[config.mk]
export PLATFORM = sky130hd
export DESIGN_NAME = bblur_mean
export DESIGN_NICKNAME = d
export VERILOG_FILES = /design/src/rtl/bblur_pkg.sv /design/src/rtl/bblur_mean.sv
export SDC_FILE = /design/constraint.sdc
export NUM_CORES = 1
export LEC_CHECK = 0
export ABC_AREA = 1
export BUFFER_PORTS_ARGS = -buffer_cell sky130_fd_sc_hd__buf_2
export CORE_MARGIN = 1
export CORE_UTILIZATION = 55
export DETAILED_ROUTE_END_ITERATION = 8
export PLACE_DENSITY = 0.77
export SLEW_MARGIN = 20
export SYNTH_ARGS = -nofsm -noshare
export SYNTH_HDL_FRONTEND = slang
export SYNTH_SLANG_ARGS = --single-unit
[constraint.sdc]
create_clock -name clk -period 5.6 [get_ports clk]
set_clock_uncertainty 0.15 [all_clocks]
set_input_delay 0.56 -clock clk [delete_from_list [all_inputs] [get_ports clk]]
set_output_delay 0.56 -clock clk [all_outputs]
set_load 0.02 [all_outputs]
[src/rtl/bblur_pkg.sv]
`timescale 1ns / 1ps
package bblur_pkg;

  localparam int unsigned DEF_MAX_WIDTH    = 2048;
  localparam int unsigned DEF_MAX_HEIGHT   = 2048;
  localparam int unsigned DEF_MAX_CHANNELS = 3;

  localparam int unsigned SAMPLE_W      = 8;
  localparam int unsigned SAMPLE_FIELDS = 3;
  localparam int unsigned DATA_W        = SAMPLE_W * SAMPLE_FIELDS;

  localparam int unsigned CFG_IDX_W  = 3;
  localparam int unsigned CFG_DATA_W = 12;

  // one column of three samples, then nine samples
  localparam int unsigned COL_SUM_W = 10;
  localparam int unsigned SUM_W     = 12;

  // reciprocals scaled by 2^16, exact floor for sums below 4096
  localparam int unsigned RECIP_W     = 14;
  localparam int unsigned RECIP_SHIFT = 16;
  localparam logic [RECIP_W-1:0] RECIP_6 = 14'd10923;
  localparam logic [RECIP_W-1:0] RECIP_9 = 14'd7282;

  typedef enum logic [CFG_IDX_W-1:0] {
    REG_IMAGE_WIDTH   = 3'd0,
    REG_IMAGE_HEIGHT  = 3'd1,
    REG_CHANNEL_COUNT = 3'd2,
    REG_REGION_LEFT   = 3'd3,
    REG_REGION_RIGHT  = 3'd4,
    REG_REGION_TOP    = 3'd5,
    REG_REGION_BOTTOM = 3'd6
  } cfg_reg_t;

  typedef struct packed {
    logic [11:0] image_width;
    logic [11:0] image_height;
    logic [1:0]  channel_count;
    logic [10:0] region_left;
    logic [11:0] region_right;
    logic [10:0] region_top;
    logic [11:0] region_bottom;
  } cfg_t;

  localparam cfg_t CFG_RESET = '{
    image_width:   12'd2048,
    image_height:  12'd2048,
    channel_count: 2'd3,
    region_left:   11'd0,
    region_right:  12'd2048,
    region_top:    11'd0,
    region_bottom: 12'd2048
  };

  // neighbourhood shape and tags of one centre pixel
  typedef struct packed {
    logic use_l;
    logic use_r;
    logic use_t;
    logic use_b;
    logic in_rect;
    logic last;
  } tap_flags_t;

  typedef enum logic [1:0] {
    DIV_BY_4 = 2'd0,
    DIV_BY_6 = 2'd1,
    DIV_BY_9 = 2'd2
  } div_sel_t;

  function automatic logic [1:0] eff_channels(input logic [1:0] raw, input logic [1:0] lanes);
    logic [1:0] n;
    n = raw;
    if (n == 2'd0) n = 2'd1;
    if (n > lanes) n = lanes;
    return n;
  endfunction

endpackage

[src/rtl/bblur_mean.sv]
`timescale 1ns / 1ps
module bblur_mean #(
  parameter int unsigned MAX_CHANNELS = bblur_pkg::DEF_MAX_CHANNELS,
  localparam int unsigned NCH   = (MAX_CHANNELS < 3) ? MAX_CHANNELS : 3,
  localparam int unsigned PIX_W = bblur_pkg::SAMPLE_W * NCH,
  localparam int unsigned CSW   = bblur_pkg::COL_SUM_W * NCH
) (
  input  logic                          clk,
  input  logic                          rst,
  input  logic                          adv,
  input  logic [1:0]                    chan_n,
  input  logic                          s2_valid,
  input  bblur_pkg::tap_flags_t         s2_flags,
  input  logic [CSW-1:0]                s2_sum_l,
  input  logic [CSW-1:0]                s2_sum_m,
  input  logic [CSW-1:0]                s2_sum_r,
  input  logic [PIX_W-1:0]              s2_center,
  output logic                          res_valid,
  output logic [bblur_pkg::DATA_W-1:0]  res_data,
  output logic                          res_inside,
  output logic                          res_last
);
  import bblur_pkg::*;

  logic [SUM_W-1:0] total [NCH];
  div_sel_t         sel;
  logic             rows3;
  logic             cols3;

  logic             s3_valid;
  logic [SUM_W-1:0] s3_total [NCH];
  div_sel_t         s3_sel;
  logic [PIX_W-1:0] s3_center;
  logic             s3_inside;
  logic             s3_last;

  logic [SUM_W+RECIP_W-1:0] prod [NCH];
  logic [SAMPLE_W-1:0]      quot [NCH];

  always_comb begin
    for (int ch = 0; ch < NCH; ch++) begin
      total[ch] = SUM_W'(s2_sum_m[ch*COL_SUM_W +: COL_SUM_W]);
      if (s2_flags.use_l) total[ch] = total[ch] + SUM_W'(s2_sum_l[ch*COL_SUM_W +: COL_SUM_W]);
      if (s2_flags.use_r) total[ch] = total[ch] + SUM_W'(s2_sum_r[ch*COL_SUM_W +: COL_SUM_W]);
    end
    rows3 = s2_flags.use_t && s2_flags.use_b;
    cols3 = s2_flags.use_l && s2_flags.use_r;
    if (rows3 && cols3)      sel = DIV_BY_9;
    else if (rows3 || cols3) sel = DIV_BY_6;
    else                     sel = DIV_BY_4;
  end

  always_ff @(posedge clk) begin
    if (rst) begin
      s3_valid <= 1'b0;
    end else if (adv) begin
      s3_valid <= s2_valid;
    end
  end

  always_ff @(posedge clk) begin
    if (adv) begin
      for (int ch = 0; ch < NCH; ch++) s3_total[ch] <= total[ch];
      s3_sel    <= sel;
      s3_center <= s2_center;
      s3_inside <= s2_flags.in_rect;
      s3_last   <= s2_flags.last;
    end
  end

  // divide by reciprocal multiply, corners by shift
  always_comb begin
    for (int ch = 0; ch < NCH; ch++) begin
      unique case (s3_sel)
        DIV_BY_9: begin
          prod[ch] = (SUM_W+RECIP_W)'(s3_total[ch]) * (SUM_W+RECIP_W)'(RECIP_9);
          quot[ch] = prod[ch][RECIP_SHIFT +: SAMPLE_W];
        end
        DIV_BY_6: begin
          prod[ch] = (SUM_W+RECIP_W)'(s3_total[ch]) * (SUM_W+RECIP_W)'(RECIP_6);
          quot[ch] = prod[ch][RECIP_SHIFT +: SAMPLE_W];
        end
        DIV_BY_4: begin
          prod[ch] = '0;
          quot[ch] = s3_total[ch][2 +: SAMPLE_W];
        end
        default: begin
          prod[ch] = '0;
          quot[ch] = '0;
        end
      endcase
    end
  end

  always_comb begin
    res_data = '0;
    for (int ch = 0; ch < NCH; ch++) begin
      if (ch < int'(chan_n)) begin
        res_data[ch*SAMPLE_W +: SAMPLE_W] =
          s3_inside ? quot[ch] : s3_center[ch*SAMPLE_W +: SAMPLE_W];
      end
    end
  end

  assign res_valid  = s3_valid;
  assign res_inside = s3_inside;
  assign res_last   = s3_last;

endmodule

# Word-level counts from Yosys, hierarchy flattened
# Memories as Yosys holds them, arrays and structs flattened.
# Index checks and enable logic that the tools add are counted.
# word_totals
register_bits,29
latchBits,0
ram_bits,36
romBits,0
in_bits,126
output_inout_bits,27
n_memories,1
# classes
n_addsub,6
mul,6
div,0
magnitude_cmp,3
n_eq_ne,2
shift,0
mux,18
bitwise,0
n_reduce_logical,5
# mem_list
memory,words,width,rd,rd_clocked_by_memory_dff,write_ports,line,source
s3_total,3,12,3,0,3,bblur_mean.sv:31,logic [SUM_W-1:0] s3_total [NCH];
# ops
op,n
"12-bit by 14-bit multiplier with 24-bit output, second input constant",3
8-bit case mux with 3 select lines,3
"12-bit by 12-bit multiplier with 23-bit output, second input constant",3
8-bit two-way mux,6
12-bit by 10-bit adder with 12-bit output,3
12-bit two-way mux,3
10-bit by 10-bit adder with 11-bit output,3
11-bit two-way mux,3
"1-bit by 2-bit < comparator with 1-bit output, first input constant",2
1-bit logical AND,3
1-bit two-way mux,3
"2-bit by 1-bit equality test with 1-bit output, second input constant",1
"2-bit equality test, second input constant",1
2-bit logical NOT,1
"2-bit < comparator, first input constant",1
1-bit logical OR,1

# Logic depth before layout (Yosys ltp)
# An unclocked memory read counts as a cell.
# depth
ltp_word,5
ltp_mapped,25

# Least setup slack after synthesis
# No wires, ideal clock.
# synth_path
kind,register to output
start,"mem s3_total[1][8], in the netlist s3_total[0][20]"
end,out res_data[15] (netlist bit)
arrival_ns,4.712
t_required_ns,4.890
slack_ns,0.178
path_stages_with_launch,23
n_path_buf,0
path_cell_list,edfxtp_1 -> ha_1 -> inv_1 -> fa_1 -> fa_1 -> inv_1 -> fa_1 -> inv_1 -> fa_1 -> inv_1 -> ha_1 -> nand2_2 -> inv_2 -> nand3_2 -> inv_2 -> and2_2 -> nand3_2 -> nand3_1 -> nand2_1 -> nand3_1 -> nand3_1 -> nand2_1 -> a21oi_1
# synth_lines
item,line,source
from (decl),bblur_mean.sv:31,
to (decl),bblur_mean.sv:19,"output logic [bblur_pkg::DATA_W-1:0] res_data,"

==> results.cfg <==
[detailed_routing]
dr.pass1.iters = 5
drc = 0
drt-total-wl_um = 64800
antenna_left = 0
drtIter0Drc = 1226
vias = 20100
avgRoutedWirePerCell_um = 18.0
viasPerCell = 5.57

[setup_path]
path_buf_inv = 6
cp.required_ns = 4.89
cp_cell_sequence = buf_6 > ha_4 > fa_1 > inv_2 > fa_1 > inv_2 > fa_1 > inv_2 > fa_1 > inv_2 > ha_4 > nand2_2 > nor2_2 > nor2_1 > nor2_1 > nor2_1 > nand2_1 > nor2_1 > nand3b_1 > nand3_1 > nand2_1 > a21oi_2 > buf_4
cp_slowest_cell = fa_1
critPathLaunchType = flip-flop
path_max_fanout = 4
end_kind = primary output
cp.arrival_ns = 5.07
worstSetupPathType = reg -> out
r2r_slack_ns = 4.87
slowest_delay_ns = 0.54
cp_top_family = adder cells

[clock_network]
cts.clk_slew.worst_paths_ns = 0.07
numCtsBuffers = 9
cts_tree = done
clock_path_buffers = 2
root_buffer = clkbuf_16
clkLatencyLatePin_ns = 0.39
cts.sinks = 65
cts.htree.levels = 3

[grt]
antenna_found_initial = 7
grt_max_degree = 66
grt_pass1_wl_um = 102000
gr-total-overflow = 0
track_usage = 0.331
grt_pass1_vias = 20400

[floorplanning]
initial_core_util = 0.562
fp.dieH_um = 199
die-area_sq_um = 39400
row_count = 71
core_sq_um = 37800
floorplan.die.width_um = 199
io_pins = 153

[logic_synthesis]
syn_area_sq_um = 21300
ys_ff_latch = 65
synthTopCellsByArea = ha_1, fa_1, inv_1
synthCells = 2802
synth_edf_count = 64
syn_nets = 3597
synth_top_area_frac = 0.265
syn-mean-instance-area_sq_um = 7.58
synth_top_area_cell = ha_1
yosysMostFrequentCell = inv_1
synthFlopType = edfxtp_1
yosysWarnings = 0
synth_common_cells = inv_1, nand2_1, ha_1
synth_cell_type_count = 50
yosysSeqAreaShare = 0.0914
synth-async-reset-ratio = 0

[status]
status = finished with violations
violations = negative setup slack

[sta]
period_needed_ns = 5.78
slew_headroom = 0.324
finalHoldViolations = 0
worst_pin_slew_ns = 1.01
fin_ws_ns = -0.184
max_freq_mhz = 173
setup-violations-final = 23
finalCritPeriodShare = 1.03
rsz0062_at_grt = true
final.setup.tns_ns = -1.99
report.final.slew_viol_count = 0

[finish]
nNetsFinal = 3873
drive_gt1_frac = 0.222
areaGrowthSynthToFinish_pct = 21.4
final_cells = 3600

[placement]
hpwlAfterDp_um = 51100
place_inst = 3497
place.gp.congestion = 0.987
portBuffers = 152

[flow_run]
cap_violations = 0

[hold_path]
min-delay-path-class = in -> reg
-- cells by family after synthesis --
logic type | Yosys count | share of synthesized area
DFF | 65 | 0.0914
xor gates and xnor gates | 57 | 0.0235
and+or+nand+nor | 1001 | 0.199
buffers and inverters | 666 | 0.118
adders and majority gates | 669 | 0.471
muxes | 1 | 0.000471
AOI/OAI and AO/OA | 343 | 0.0962
-- per-layer routing --
layer,share of wire,track usage,up-vias
met5,0,0,-
met2,0.47,0.559,855
li1,-,-,9507
met1,0.40,0.413,9533
met3,0.075,0.0534,174
met4,0.050,0.153,0
-- area by class of cell --
| class | count | area [sq um] |
|---|---|---|
| diodes | 6 | 15.0 |
| fillers | 2958 | 12000 |
| inverters | 642 | 2410 |
| clock buffers | 9 | 225 |
| clock inverters | 7 | 68.8 |
| repair buffers | 289 | 1980 |
| flip-flops and latches | 65 | 1940 |
| multi-input cells | 2071 | 18500 |
| well taps | 511 | 639 |
-- flip-flops by register name, summed over array words and instances, names as in the netlist --
signal	flops
res_valid	1
res_inside	1
s3_center	24
s3_total	36
res_last	1
s3_sel	2
-- worst paths after layout --
| path | start | end | cells after the start |
|---|---|---|---|
| hold / removal | rst | res_valid | 2 |
| setup / recovery | s3_total[0][9] | res_data[1] | 23 |
| hold reg to reg | res_valid | res_valid | 2 |
| setup reg to reg | res_valid | res_valid | 2 |
-- metrics by stage --
step	utilization	hold slack, ns	setup slack, ns	cell area, sq um
floorplan	-	0.429	0.178	21300
global route	0.682	0.182	-0.323	25800
global placement	0.607	0.319	0.161	23000
finish	0.682	0.174	-0.184	25800
CTS	0.663	0.163	-0.0432	25100
detailed placement	0.607	0.339	0.0857	23000
-- cell usage in the layout (no fill, tap or decap), types with 35 or more instances in the layout --
master / Yosys / routed
buf_4: 1 / 130
buf_2: 6 / 127
nand2_2: 10 / 36
ha_1: 450 / 376
a21oi_2: 7 / 56
xor2_1: 38 / 38
nand2_1: 601 / 558
fa_1: 219 / 203
nor2_1: 151 / 121
a21oi_1: 137 / 81
o21ai_0: 70 / 63
edfxtp_1: 64 / 64
ha_4: 0 / 67
inv_1: 635 / 583
nand3_1: 154 / 121
nand3_2: 2 / 35
inv_2: 7 / 57
-- what timing repair did --
| action | in CTS | in global routing |
|---|---|---|
| hold endpoints to repair | 0 | 0 |
| setup buffers | 61 | 20 |
| pin swaps | 139 | 95 |
| resized for setup | 274 | 150 |
| setup endpoints to repair | 24 | 24 |
| hold buffers | 0 | 0 |
Power is not shown: default switching activity piles up to over one toggle a cycle in this logic, so the estimate is an artifact.
