<file path="config.mk">
export PLATFORM = sky130hd
export DESIGN_NAME = bblur_window
export DESIGN_NICKNAME = d
export VERILOG_FILES = /design/src/rtl/bblur_pkg.sv /design/src/rtl/bblur_window.sv
export SDC_FILE = /design/constraint.sdc
export NUM_CORES = 1
export LEC_CHECK = 0
export BUFFER_PORTS_ARGS = -buffer_cell sky130_fd_sc_hd__buf_4
export CORE_ASPECT_RATIO = 1.2
export CORE_UTILIZATION = 57
export CTS_CLUSTER_SIZE = 30
export DETAILED_ROUTE_END_ITERATION = 7
export PLACE_DENSITY = 0.94
export RECOVER_POWER = 25
export SETUP_SLACK_MARGIN = 0.15
export SLEW_MARGIN = 10
export SYNTH_ARGS = -nofsm -noshare
export SYNTH_HDL_FRONTEND = slang
export SYNTH_SLANG_ARGS = --single-unit
</file>
<file path="constraint.sdc">
create_clock -name clk -period 7.9 [get_ports clk]
set_input_delay 0.395 -clock clk [delete_from_list [all_inputs] [get_ports clk]]
set_output_delay 0.395 -clock clk [all_outputs]
set_load 0.02 [all_outputs]
</file>
<file path="src/rtl/bblur_pkg.sv">
`timescale 1ns / 1ps
package bblur_pkg;

  localparam int unsigned DEF_MAX_WIDTH    = 2048;
  localparam int unsigned DEF_MAX_HEIGHT   = 2048;
  localparam int unsigned DEF_MAX_CHANNELS = 3;

  localparam int unsigned SAMPLE_W      = 8;
  localparam int unsigned SAMPLE_FIELDS = 3;
  localparam int unsigned DATA_W        = SAMPLE_W * SAMPLE_FIELDS;

  localparam int unsigned CFG_IDX_W  = 3;
  localparam int unsigned CFG_DATA_W = 12;

  // one column of three samples, then nine samples
  localparam int unsigned COL_SUM_W = 10;
  localparam int unsigned SUM_W     = 12;

  // reciprocals scaled by 2^16, exact floor for sums below 4096
  localparam int unsigned RECIP_W     = 14;
  localparam int unsigned RECIP_SHIFT = 16;
  localparam logic [RECIP_W-1:0] RECIP_6 = 14'd10923;
  localparam logic [RECIP_W-1:0] RECIP_9 = 14'd7282;

  typedef enum logic [CFG_IDX_W-1:0] {
    REG_IMAGE_WIDTH   = 3'd0,
    REG_IMAGE_HEIGHT  = 3'd1,
    REG_CHANNEL_COUNT = 3'd2,
    REG_REGION_LEFT   = 3'd3,
    REG_REGION_RIGHT  = 3'd4,
    REG_REGION_TOP    = 3'd5,
    REG_REGION_BOTTOM = 3'd6
  } cfg_reg_t;

  typedef struct packed {
    logic [11:0] image_width;
    logic [11:0] image_height;
    logic [1:0]  channel_count;
    logic [10:0] region_left;
    logic [11:0] region_right;
    logic [10:0] region_top;
    logic [11:0] region_bottom;
  } cfg_t;

  localparam cfg_t CFG_RESET = '{
    image_width:   12'd2048,
    image_height:  12'd2048,
    channel_count: 2'd3,
    region_left:   11'd0,
    region_right:  12'd2048,
    region_top:    11'd0,
    region_bottom: 12'd2048
  };

  // neighbourhood shape and tags of one centre pixel
  typedef struct packed {
    logic use_l;
    logic use_r;
    logic use_t;
    logic use_b;
    logic in_rect;
    logic last;
  } tap_flags_t;

  typedef enum logic [1:0] {
    DIV_BY_4 = 2'd0,
    DIV_BY_6 = 2'd1,
    DIV_BY_9 = 2'd2
  } div_sel_t;

  function automatic logic [1:0] eff_channels(input logic [1:0] raw, input logic [1:0] lanes);
    logic [1:0] n;
    n = raw;
    if (n == 2'd0) n = 2'd1;
    if (n > lanes) n = lanes;
    return n;
  endfunction

endpackage

</file>
<file path="src/rtl/bblur_window.sv">
`timescale 1ns / 1ps
module bblur_window #(
  parameter int unsigned MAX_WIDTH    = bblur_pkg::DEF_MAX_WIDTH,
  parameter int unsigned MAX_HEIGHT   = bblur_pkg::DEF_MAX_HEIGHT,
  parameter int unsigned MAX_CHANNELS = bblur_pkg::DEF_MAX_CHANNELS,
  localparam int unsigned NCH   = (MAX_CHANNELS < 3) ? MAX_CHANNELS : 3,
  localparam int unsigned PIX_W = bblur_pkg::SAMPLE_W * NCH,
  localparam int unsigned CSW   = bblur_pkg::COL_SUM_W * NCH,
  localparam int unsigned CW    = $clog2(MAX_WIDTH),
  localparam int unsigned XW    = CW + 1,
  localparam int unsigned YW    = $clog2(MAX_HEIGHT + 3)
) (
  input  logic                    clk,
  input  logic                    rst,
  input  logic                    adv,
  input  logic                    rd_en,
  input  logic [CW-1:0]           rd_addr,
  input  logic                    s1_valid,
  input  logic [YW-1:0]           s1_row,
  input  logic [CW-1:0]           s1_col,
  input  logic [PIX_W-1:0]        s1_pix,
  input  logic [XW-1:0]           eff_w,
  input  logic [YW-1:0]           eff_h,
  input  bblur_pkg::cfg_t         cfg,
  input  logic [PIX_W-1:0]        upper_q,
  input  logic [PIX_W-1:0]        middle_q,
  output logic                    wr_en,
  output logic [CW-1:0]           wr_addr,
  output logic [PIX_W-1:0]        upper_d,
  output logic [PIX_W-1:0]        middle_d,
  output logic                    s2_valid,
  output bblur_pkg::tap_flags_t   s2_flags,
  output logic [CSW-1:0]          s2_sum_l,
  output logic [CSW-1:0]          s2_sum_m,
  output logic [CSW-1:0]          s2_sum_r,
  output logic [PIX_W-1:0]        s2_center
);
  import bblur_pkg::*;

  function automatic logic [COL_SUM_W-1:0] col_sum(
    input logic [SAMPLE_W-1:0] t, input logic [SAMPLE_W-1:0] m, input logic [SAMPLE_W-1:0] b,
    input logic use_t, input logic use_b);
    logic [COL_SUM_W-1:0] s;
    s = COL_SUM_W'(m);
    if (use_t) s = s + COL_SUM_W'(t);
    if (use_b) s = s + COL_SUM_W'(b);
    return s;
  endfunction

  logic             fwd_hit;
  logic [PIX_W-1:0] fwd_upper;
  logic [PIX_W-1:0] fwd_middle;
  logic [PIX_W-1:0] col_top;
  logic [PIX_W-1:0] col_mid;
  logic [PIX_W-1:0] win [6];

  logic             col_zero;
  logic [1:0]       row_off;
  logic [CW-1:0]    cc;
  logic [YW-1:0]    cr;
  logic             produce;
  tap_flags_t       flags;
  logic [CSW-1:0]   sum_l;
  logic [CSW-1:0]   sum_m;
  logic [CSW-1:0]   sum_r;

  // the line entry may have been written back while it was being read
  assign col_top = fwd_hit ? fwd_upper  : upper_q;
  assign col_mid = fwd_hit ? fwd_middle : middle_q;

  assign wr_en    = adv && s1_valid;
  assign wr_addr  = s1_col;
  assign upper_d  = col_mid;
  assign middle_d = s1_pix;

  always_ff @(posedge clk) begin
    if (rst) begin
      fwd_hit <= 1'b0;
    end else if (rd_en) begin
      fwd_hit <= wr_en && (wr_addr == rd_addr);
    end
  end

  always_ff @(posedge clk) begin
    if (rd_en) begin
      fwd_upper  <= col_mid;
      fwd_middle <= s1_pix;
    end
  end

  // centre is one row and one column behind the slot, with column wrap
  always_comb begin
    col_zero      = (s1_col == '0);
    row_off       = col_zero ? 2'd2 : 2'd1;
    cc            = col_zero ? CW'(eff_w - XW'(1)) : s1_col - CW'(1);
    cr            = s1_row - YW'(row_off);
    produce       = (s1_row >= YW'(row_off)) && (cr < eff_h);
    flags.use_l   = (cc != '0);
    flags.use_r   = ({1'b0, cc} != eff_w - XW'(1));
    flags.use_t   = (cr != '0);
    flags.use_b   = (cr != eff_h - YW'(1));
    flags.in_rect = (cc >= cfg.region_left) && (cc < cfg.region_right) &&
                    (cr >= cfg.region_top) && (cr < cfg.region_bottom);
    flags.last    = (cr == eff_h - YW'(1)) && ({1'b0, cc} == eff_w - XW'(1));
  end

  always_comb begin
    for (int ch = 0; ch < NCH; ch++) begin
      sum_l[ch*COL_SUM_W +: COL_SUM_W] = col_sum(
        win[0][ch*SAMPLE_W +: SAMPLE_W], win[1][ch*SAMPLE_W +: SAMPLE_W],
        win[2][ch*SAMPLE_W +: SAMPLE_W], flags.use_t, flags.use_b);
      sum_m[ch*COL_SUM_W +: COL_SUM_W] = col_sum(
        win[3][ch*SAMPLE_W +: SAMPLE_W], win[4][ch*SAMPLE_W +: SAMPLE_W],
        win[5][ch*SAMPLE_W +: SAMPLE_W], flags.use_t, flags.use_b);
      sum_r[ch*COL_SUM_W +: COL_SUM_W] = col_sum(
        col_top[ch*SAMPLE_W +: SAMPLE_W], col_mid[ch*SAMPLE_W +: SAMPLE_W],
        s1_pix[ch*SAMPLE_W +: SAMPLE_W], flags.use_t, flags.use_b);
    end
  end

  // two columns of three rows
  always_ff @(posedge clk) begin
    if (rst) begin
      for (int k = 0; k < 6; k++) win[k] <= '0;
    end else if (wr_en) begin
      win[0] <= win[3];
      win[1] <= win[4];
      win[2] <= win[5];
      win[3] <= col_top;
      win[4] <= col_mid;
      win[5] <= s1_pix;
    end
  end

  always_ff @(posedge clk) begin
    if (rst) begin
      s2_valid <= 1'b0;
    end else if (adv) begin
      s2_valid <= s1_valid && produce;
    end
  end

  always_ff @(posedge clk) begin
    if (adv) begin
      s2_flags  <= flags;
      s2_sum_l  <= sum_l;
      s2_sum_m  <= sum_m;
      s2_sum_r  <= sum_r;
      s2_center <= win[4];
    end
  end

endmodule

</file>
After elaboration in Yosys (flattened, before gate mapping)
Memory sizes are Yosys's and may differ from the RTL's. Cells that the tools add are included.

Bits in registers: 170. Latch bits: 0. Bits in writable memories: 144. Memory bits (read-only): 0. Output and inout port bits: 181. Logic and storage cells: 98. Memories kept: 1.

Memories: win (words 6, width 24, read ports 6, clocked after Yosys merged registers in 0, write ports 6, line bblur_window.sv:55) `logic [PIX_W-1:0] win [6];`.

Add/sub/neg operators: 22. Multiply operators: 0. Div/mod/pow operators: 0. Magnitude comparators: 6. Equal/unequal tests: 5. Shift operators: 0. Multiplexer cells: 33. Bitwise logic cells: 6. Reductions and logical operators: 11.

Operator list (count): $mux 24 (8); $add 10x8->10 (9); $mux 10 (9); $add 8x8->9 (9); $mux 9 (9); $lt 12x12->1 (2); $sub 12x1->12 const B (2); $eq 11x12->1 (1); $eq 12x12->1 (1); $ge 12x11->1 (1); $ge 12x2->1 (1); $lt 11x12->1 (1); $ne 11x12->1 (1); $ne 12x12->1 (1); $reduce_bool 12->1 (1); $sub 12x2->12 (1); $eq 11x11->1 (1); $ge 11x11->1 (1); $logic_not 11->1 (1); $mux 11 (1); $reduce_bool 11->1 (1); $sub 11x1->11 const B (1); $logic_and 1x1->1 (8); $or 1x1->1 (6); other kinds (2) (6).

Logic depth before layout (Yosys ltp)
Gate-level depths: netlist of run 1.

Depth in word-level cells: 7. Gate-level depth with buffers: 27. Gate-level depth less buffers: 22.

Least setup slack after synthesis of run 1
Ideal clock, no wire load.

Path type: input -> register. From: input port s1_col[3]. To: register s2_sum_r[18], data pin. Arrival time: 5.639 ns. Path slack: 1.996 ns. Stages on the path: 24. Path buffers: 4. Cell sequence: or3_1 > or2_2 > clkbuf_1 > nand2b_1 > clkbuf_1 > inv_1 > buf_2 > fa_1 > or4b_2 > nor2_1 > xor2_1 > nand4b_1 > buf_2 > mux2_2 > ha_1 > fa_1 > a21o_1 > a21oi_1 > nand2b_1 > a21boi_0 > o21a_1 > o21ai_0 > a21oi_1 > xnor2_1.

Cells in the longest elaborated chain, start to end: 7.

RTL lines: start, declared (line bblur_window.sv:20) `input logic [CW-1:0] s1_col,`; $logic_not 11->1 * (line bblur_window.sv:93) `col_zero = (s1_col == '0);`; $mux 2 * (line bblur_window.sv:94) `row_off = col_zero ? 2'd2 : 2'd1;`; $sub 12x2->12 * (line bblur_window.sv:96) `cr = s1_row - YW'(row_off);`; $reduce_bool 12->1 (line bblur_window.sv:100) `flags.use_t = (cr != '0);`; $mux 9 (line bblur_window.sv:45) `if (use_t) s = s + COL_SUM_W'(t);`; $add 10x8->10 (line bblur_window.sv:46) `if (use_b) s = s + COL_SUM_W'(b);`; $mux 10 * (line bblur_window.sv:46); net sum_r[18] (line bblur_window.sv:65) `logic [CSW-1:0] sum_r;`; end signal, assigned (line bblur_window.sv:148) `s2_sum_r <= sum_r;`; end, declared (line bblur_window.sv:35) `output logic [CSW-1:0] s2_sum_r,`.

The timed path passes the listed nets; every way through them passes the cells marked *. A chain may end at the register's enable or synchronous reset.

Worst setup path after layout of run 1
From: input port s1_col[0]. To: register s2_sum_l[16], data pin.

Cells in the longest elaborated chain, start to end: 7.

RTL lines: $logic_not 11->1 * (line bblur_window.sv:93); $mux 2 * (line bblur_window.sv:94); $sub 12x2->12 * (line bblur_window.sv:96); $reduce_bool 12->1 (line bblur_window.sv:100); $mux 9 (line bblur_window.sv:45); $add 10x8->10 (line bblur_window.sv:46); $mux 10 * (line bblur_window.sv:46); net sum_l[16] (line bblur_window.sv:63) `logic [CSW-1:0] sum_l;`; end signal, assigned (line bblur_window.sv:146) `s2_sum_l <= sum_l;`; end, declared (line bblur_window.sv:33) `output logic [CSW-1:0] s2_sum_l,`.

Marks and branches as above.

==> results.yml, run 1 <==
run_status:
  status: "complete, but fails checks"
  violations: "capacitance limit, slew limit"
placed_design:
  numPortBuffers: 361
  dp_cells: 2608
  place_hpwl_mm: 41.51
  pre_cts_ws_ns: 1.252
  gp_congestion: 0.9704
setup_path:
  cp_cell_sequence: "buf_4 -> inv_1 -> ha_1 -> nand2b_1 -> or2_2 -> nand2b_1 -> inv_1 -> fa_1 -> or4b_2 -> nor2_1 -> xor2_1 -> nand4b_1 -> buf_12 -> mux2_2 -> ha_1 -> fa_1 -> a21o_1 -> a21oi_1 -> nor2b_1 -> o21a_1 -> nor2_1 -> xor2_1 -> a21oi_1"
  arrival_ns: 6.44
  timing.rr.start: "fwd_hit"
  crit_fanout: 81
  crit_path_start: "s1_col[0]"
  cp-end-kind: "register"
  cp_slowest_cell: "or4b_2"
  critPathKind: "input pin to register"
  start_kind: "input pin"
  cp_data_required_time_ns: 8.17
  slowest_delay_ns: 0.68
detailed_routing:
  ant_nets: 0
  viasPerCell: 5.832
  drt_iter0_drc: 969
  avgRoutedWirePerCell_um: 20.77
  first_pass_iters: 5
  drc: 0
  vias: 15570
  drt_wl_total_mm: 55.46
clocking:
  clk_pin_slew_ns: 0.07
  clk_latency_ns: 0.58
  root_buffer: "clkbuf_16"
  cts-resized-gates: 0
  holdBufCountCts: 0
  cts_tree: "yes"
  cts_buffer_depth: 3
  h-tree-depth: 1
  numCtsBuffers: 30
  cts_sinks: 314
  post_cts_buffers: 0
timing:
  fin_ws_ns: 1.736
  relSlewSlack: -1.436
  clock-skew-final_ns: 0.02252
  setup_viol_count_final: 0
  finalSetupTns_ns: 0
  period_minus_slack_ns: 6.164
  fmax_mhz: 162.2
  fin_crit_sh: 0.7802
  hold_viol_final: 0
  rsz0062_at_grt: "no"
  worstMarginPinSlew_ns: 3.653
  hold_slack_ns: 0.05918
  drv_slew: 173
layout:
  drive_gt1_frac: 0.2140
  stdcell_count: 2670
  nets: 2612
  layout_common_cells: "edfxtp_1, buf_4, ha_1, nor2_1, and2_1"
  nFillCells: 2565
  final_common_cell: "edfxtp_1"
  multiInputGateArea_um2: 10590
  regArea_um2: 9410
  area_growth_pct: 17.94
logic_synthesis:
  synth_nets: 2294
  ys_ff_latch: 314
  seq_area_frac_synth: 0.4514
  synth_area_um2: 20840
  async_flop_share: 0
  synth_flop_cell: "edfxtp_1"
  syn_area_per_cell_um2: 11.24
  synth_area_leader_cell: "edfxtp_1"
  yosysUniqueCellTypes: 65
  synth_top_area_frac: 0.4495
  synth_edf_count: 312
  syn-instance-count: 1854
  synth_warnings: 0
  ys_top_cells_by_area: "edfxtp_1, ha_1, mux2_2"
global_routing:
  antenna_found_initial: 6
  grt_usage: 0.2942
  grt_pass1_vias: 15980
  gr-total-overflow: 0
  grt_pass1_wl_mm: 84.94
  grt_start_max_net_pins: 127
floorplan:
  die-area_um2: 37340
  row_count: 76
  start_util: 0.5799
  die_h_um: 211.5
  core_um2: 35940
  die_w_um: 176.6
  io_pins: 388
power_and_ir_drop:
  p_leak_uw: 0.01045
  p_total_uw: 5385
  ir_drop_v: 0.0001700
  p_per_area_nw_per_um2: 219.0
worst_hold_path:
  worstHoldStart: "rst"
  hold_path.class: "input pin to register"
flow_run:
  maxCapViolCount: 3
## worst max-delay path, delay by kind of cell
family | cells | cell delay [ns]
xor+xnor | 2 | 0.67
fa+ha+maj | 4 | 1.09
compound gates | 4 | 0.76
mux | 1 | 0.40
simple gates | 8 | 2.24
buf+inv | 4 | 0.82
## logic make-up after synthesis
logic type,share of synthesized area
flip-flops,0.4514
multiplexers,0.07593
adder cells (fa/ha/maj),0.1467
AO/OA/AOI/OAI,0.09034
AND/OR/NAND/NOR,0.1261
XOR/XNOR,0.06813
buffers and inverters,0.04148
## Yosys cell counts (11+ instances only)
cell type / count
xor2_1: 60
o21a_1: 37
nor2_1: 151
and2_1: 126
o21ai_0: 79
nand2b_1: 17
nor2b_1: 30
buf_4: 37
nor4_1: 11
nand2_1: 79
inv_1: 94
edfxtp_1: 312
a21boi_0: 16
buf_2: 17
xnor2_1: 95
nand3_1: 20
a21o_1: 25
ha_1: 214
mux2i_1: 22
clkbuf_1: 25
a21oi_1: 106
mux2_2: 97
mux2_1: 20
fa_1: 19
nor3_1: 44
## area by class of cell
cell class | count | area share
multi-input cells | 1359 | 0.4307
flip-flops and latches | 314 | 0.3828
repair buffers | 372 | 0.1045
clock buffers | 34 | 0.03115
well taps | 468 | 0.02382
inverters | 95 | 0.01461
clock inverters | 22 | 0.01186
diodes | 6 | 0.0006107
## report_power, final
part / internal (uW) / switching (uW)
clock: 900 / 653
combinational: 726 / 910
sequential: 2100 / 94.8
## flip-flops by register name, summed over array words and instances, names as in the netlist
register / flops
fwd_middle: 24
s2_sum_m: 30
s2_center: 24
s2_sum_r: 30
fwd_upper: 24
fwd_hit: 1
s2_flags: 6
win: 144
s2_valid: 1
s2_sum_l: 30
## through the flow
stage	utilization	cell area, um2
after global routing	0.6839	24580
after CTS	0.6901	24810
after floorplan	-	20850
after detailed placement	0.6607	23750
final	0.6839	24580
after global placement	0.6607	23750
## routing by layer
layer	GRT usage	wire length (um)	up-vias	share of wire
met5	0	0	-	0
met4	0.1466	2773	0	0.050
met3	0.05011	4167	154	0.075
met2	0.5331	28310	713	0.51
met1	0.3308	20220	7412	0.36
li1	-	-	7292	-
## final timing paths
check | cells past startpoint | slack [ns] | to
max reg2reg | 16 | 3.08 | s2_sum_r[7]
min reg2reg | 1 | 0.50 | s2_valid
max | 23 | 1.74 | s2_sum_l[16]
min | 2 | 0.06 | fwd_hit
(Power assumes the default switching activity.)
==> run 2: changes to the inputs <==
- ABC_AREA: default -> 1
- CORE_UTILIZATION: 57 -> 52
- PLACE_DENSITY: 0.94 -> 0.9
- clock period: 7.9 -> 5.41 ns (I/O delays scaled with it)
==> run 2 against run 1 <==
Against the previous run: the flow finishes with violations (DRC, capacitance limit, slew limit); critical path depth fell by 19; synthesized cell count up 51%; flip-flop and latch count unchanged; final cell count increased by 40%; worst setup slack got worse by 1.2 ns; combinational power is 46% higher; via count increased by 27%; cell area rose by 10%; register-to-register slack lost 2.0 ns; sequential share of layout area is 3.5 points lower; clock power is 57% higher; critical endpoint is now win[2][22].
==> results.yml, run 2 <==
run_status:
  status: "complete, but fails checks"
  violations: "DRC, capacitance limit, slew limit"
timing:
  hold_viol_final: 0
  setup_viol_count_final: 0
  relSlewSlack: -1.260
  clock-skew-final_ns: 0.01944
  worstMarginPinSlew_ns: 3.390
  hold_slack_ns: 0.1185
  fmax_mhz: 206.4
  period_minus_slack_ns: 4.846
  finalSetupTns_ns: 0
  fin_crit_sh: 0.8957
  rsz0062_at_grt: "no"
  drv_slew: 103
detailed_routing:
  first_pass_iters: 8
  vias: 19830
  drt_iter0_drc: 1297
  drt_wl_total_mm: 62.67
  viasPerCell: 5.323
  drc: 12
  avgRoutedWirePerCell_um: 16.82
  ant_nets: 0
clocking:
  h-tree-depth: 2
  numCtsBuffers: 34
  clk_pin_slew_ns: 0.06
  clk_latency_ns: 0.53
  cts_buffer_depth: 3
  post_cts_buffers: 0
  cts_tree: "yes"
  root_buffer: "clkbuf_16"
  cts_sinks: 314
logic_synthesis:
  synth_nets: 3231
  ys_ff_latch: 314
  seq_area_frac_synth: 0.4111
  synth.most_common_cell: "nand2_1"
  ys_top_cells_by_area: "edfxtp_1, nand2_1, ha_1"
  synth_edf_count: 312
  yosysUniqueCellTypes: 36
  async_flop_share: 0
  synth_warnings: 0
  synth_area_um2: 22890
  syn_area_per_cell_um2: 8.200
  synth_flop_cell: "edfxtp_1"
  synth_top_area_frac: 0.4094
  syn-instance-count: 2791
  synth_area_leader_cell: "edfxtp_1"
  yosys-top-cells-count: "nand2_1, inv_1, edfxtp_1"
floorplan:
  core_um2: 43100
  io_pins: 388
  die_h_um: 231.8
  die-area_um2: 44860
  start_util: 0.5310
  die_w_um: 193.5
  row_count: 83
setup_path:
  start_kind: "input pin"
  rrSetupSlack_ns: 1.07
  crit_buf_inv: 2
  cp_slowest_cell: "clkbuf_1"
  critical_path_depth: 4
  arrival_ns: 5.03
  timing.rr.start: "fwd_hit"
  crit_fanout: 87
  slowest_delay_ns: 2.34
  cp-end-kind: "register"
  cp_cell_sequence: "clkbuf_1 -> nand2_1 -> nand2_4 -> buf_4"
  crit_path_start: "adv"
  cp_top_family: "buffers and inverters"
  cp_data_required_time_ns: 5.59
  critPathKind: "input pin to register"
  reg2reg_depth: 23
  worstSetupEndpoint: "win[2][22]"
  worstReg2RegEnd: "s2_sum_r[8]"
power_and_ir_drop:
  p_total_uw: 7977
  p_leak_uw: 0.01371
  p_per_area_nw_per_um2: 295.0
  seq_power_share: 0.393
  ir_drop_v: 0.0002021
  sw_frac_of_total: 0.3260
  internal-power_uw: 5377
  power.net_switching_uw: 2600
  pwr-share-clk: 0.306
  combPwrFrac: 0.301
global_routing:
  grt_start_max_net_pins: 91
  grt_pass1_wl_mm: 97.05
  grt_pass1_vias: 19340
  gr-total-overflow: 0
  antenna_found_initial: 7
  grt_usage: 0.2744
layout:
  stdcell_count: 3726
  drive_gt1_frac: 0.1437
  regMostFlops: "win"
  nets: 3581
  fin_util: 0.6273
  area_growth_pct: 18.13
  layout_common_cells: "nand2_1, inv_1, edfxtp_1, buf_4, nor2_1"
  final_common_cell: "nand2_1"
  largest_register_ffs: 144
placed_design:
  numPortBuffers: 361
  place_hpwl_mm: 46.52
  gp_congestion: 0.9450
  dp_cells: 3632
flow_run:
  maxCapViolCount: 2
worst_hold_path:
  hold_path.class: "input pin to register"
run 2: cell families (layout without fill, tap and decap cells):
logic type / count (synthesis) / count (layout) / synth area share
adders and majority gates: 233 / 233 / 0.1336
DFF: 314 / 314 / 0.4111
and+or+nand+nor: 1244 / 1244 / 0.2247
other: 0 / 7 / 0
xor gates and xnor gates: 131 / 131 / 0.05013
AOI/OAI and AO/OA: 309 / 309 / 0.07719
buffers and inverters: 560 / 936 / 0.1032
run 2: routing by layer:
metal  track usage  vias to the layer above  wire length (um)
met3       0.05752                      231              4891
li1              -                     9753                 -
met2        0.4821                      839             30710
met1        0.2972                     9009             22770
met4        0.1905                        0              4293
met5             0                        -                 0
run 2: how the worst min path moves through the flow:
stage / startpoint / to / cells after the start
2_1_floorplan: rst / fwd_hit / 1
3_3_place_gp: s2_valid / s2_valid / 2
3_5_place_dp: s2_valid / s2_valid / 2
4_1_cts: upper_q[8] / win[3][8] / 3
5_1_grt: upper_q[8] / win[3][8] / 3
6_report: upper_q[8] / win[3][8] / 3
run 2: worst register-to-register path, stage by stage (launching register included):
cell and delay (ns):
dfxtp_2 0.93, buf_4 0.35, nand2_1 0.07, o21ai_0 0.22, inv_1 0.19, ha_1 0.40
a21oi_1 0.15, nand2_1 0.10, nand2_1 0.07, nand2_1 0.05, a21oi_1 0.20, xor2_1 0.16
nand2_1 0.06, nand2_1 0.07, inv_2 0.06, ha_1 0.31, nand2_1 0.11, o21ai_0 0.09
a31oi_1 0.20, inv_1 0.06, nand2_1 0.07, nand2_1 0.05, nand2_1 0.05, nand2_1 0.08
run 2: power groups by stage:
stage               registers [uW]  logic (uW)  clock network [uW]
floorplan                     3360        1410                   0
global placement              3170        2320                   0
detailed placement            3180        2390                   0
CTS                           3130        2440                2470
global route                  3160        2650                2550
finish                        3130        2400                2440
run 2: through the flow:
stage / cell area [um2] / setup WS, ns
CTS: 27340 / 0.6615
finish: 27040 / 0.5642
detailed placement: 25910 / 0.1083
floorplan: 22890 / 0.8617
global route: 27040 / 0.2672
global placement: 25910 / 0.2266
run 2: cell type report:
type | count | area (um2)
inverters | 460 | 1728
clock inverters | 23 | 240.2
well taps | 552 | 690.7
diodes | 7 | 17.52
clock buffers | 39 | 933.4
multi-input cells | 1917 | 11150
repair buffers | 414 | 2872
flip-flops and latches | 314 | 9410
fillers | 3472 | 16060
run 2: timing repair:
action                    4_1_cts  5_1_grt
hold endpoints to repair       26        0
hold buffers                   25        0
gates resized for setup         0        0
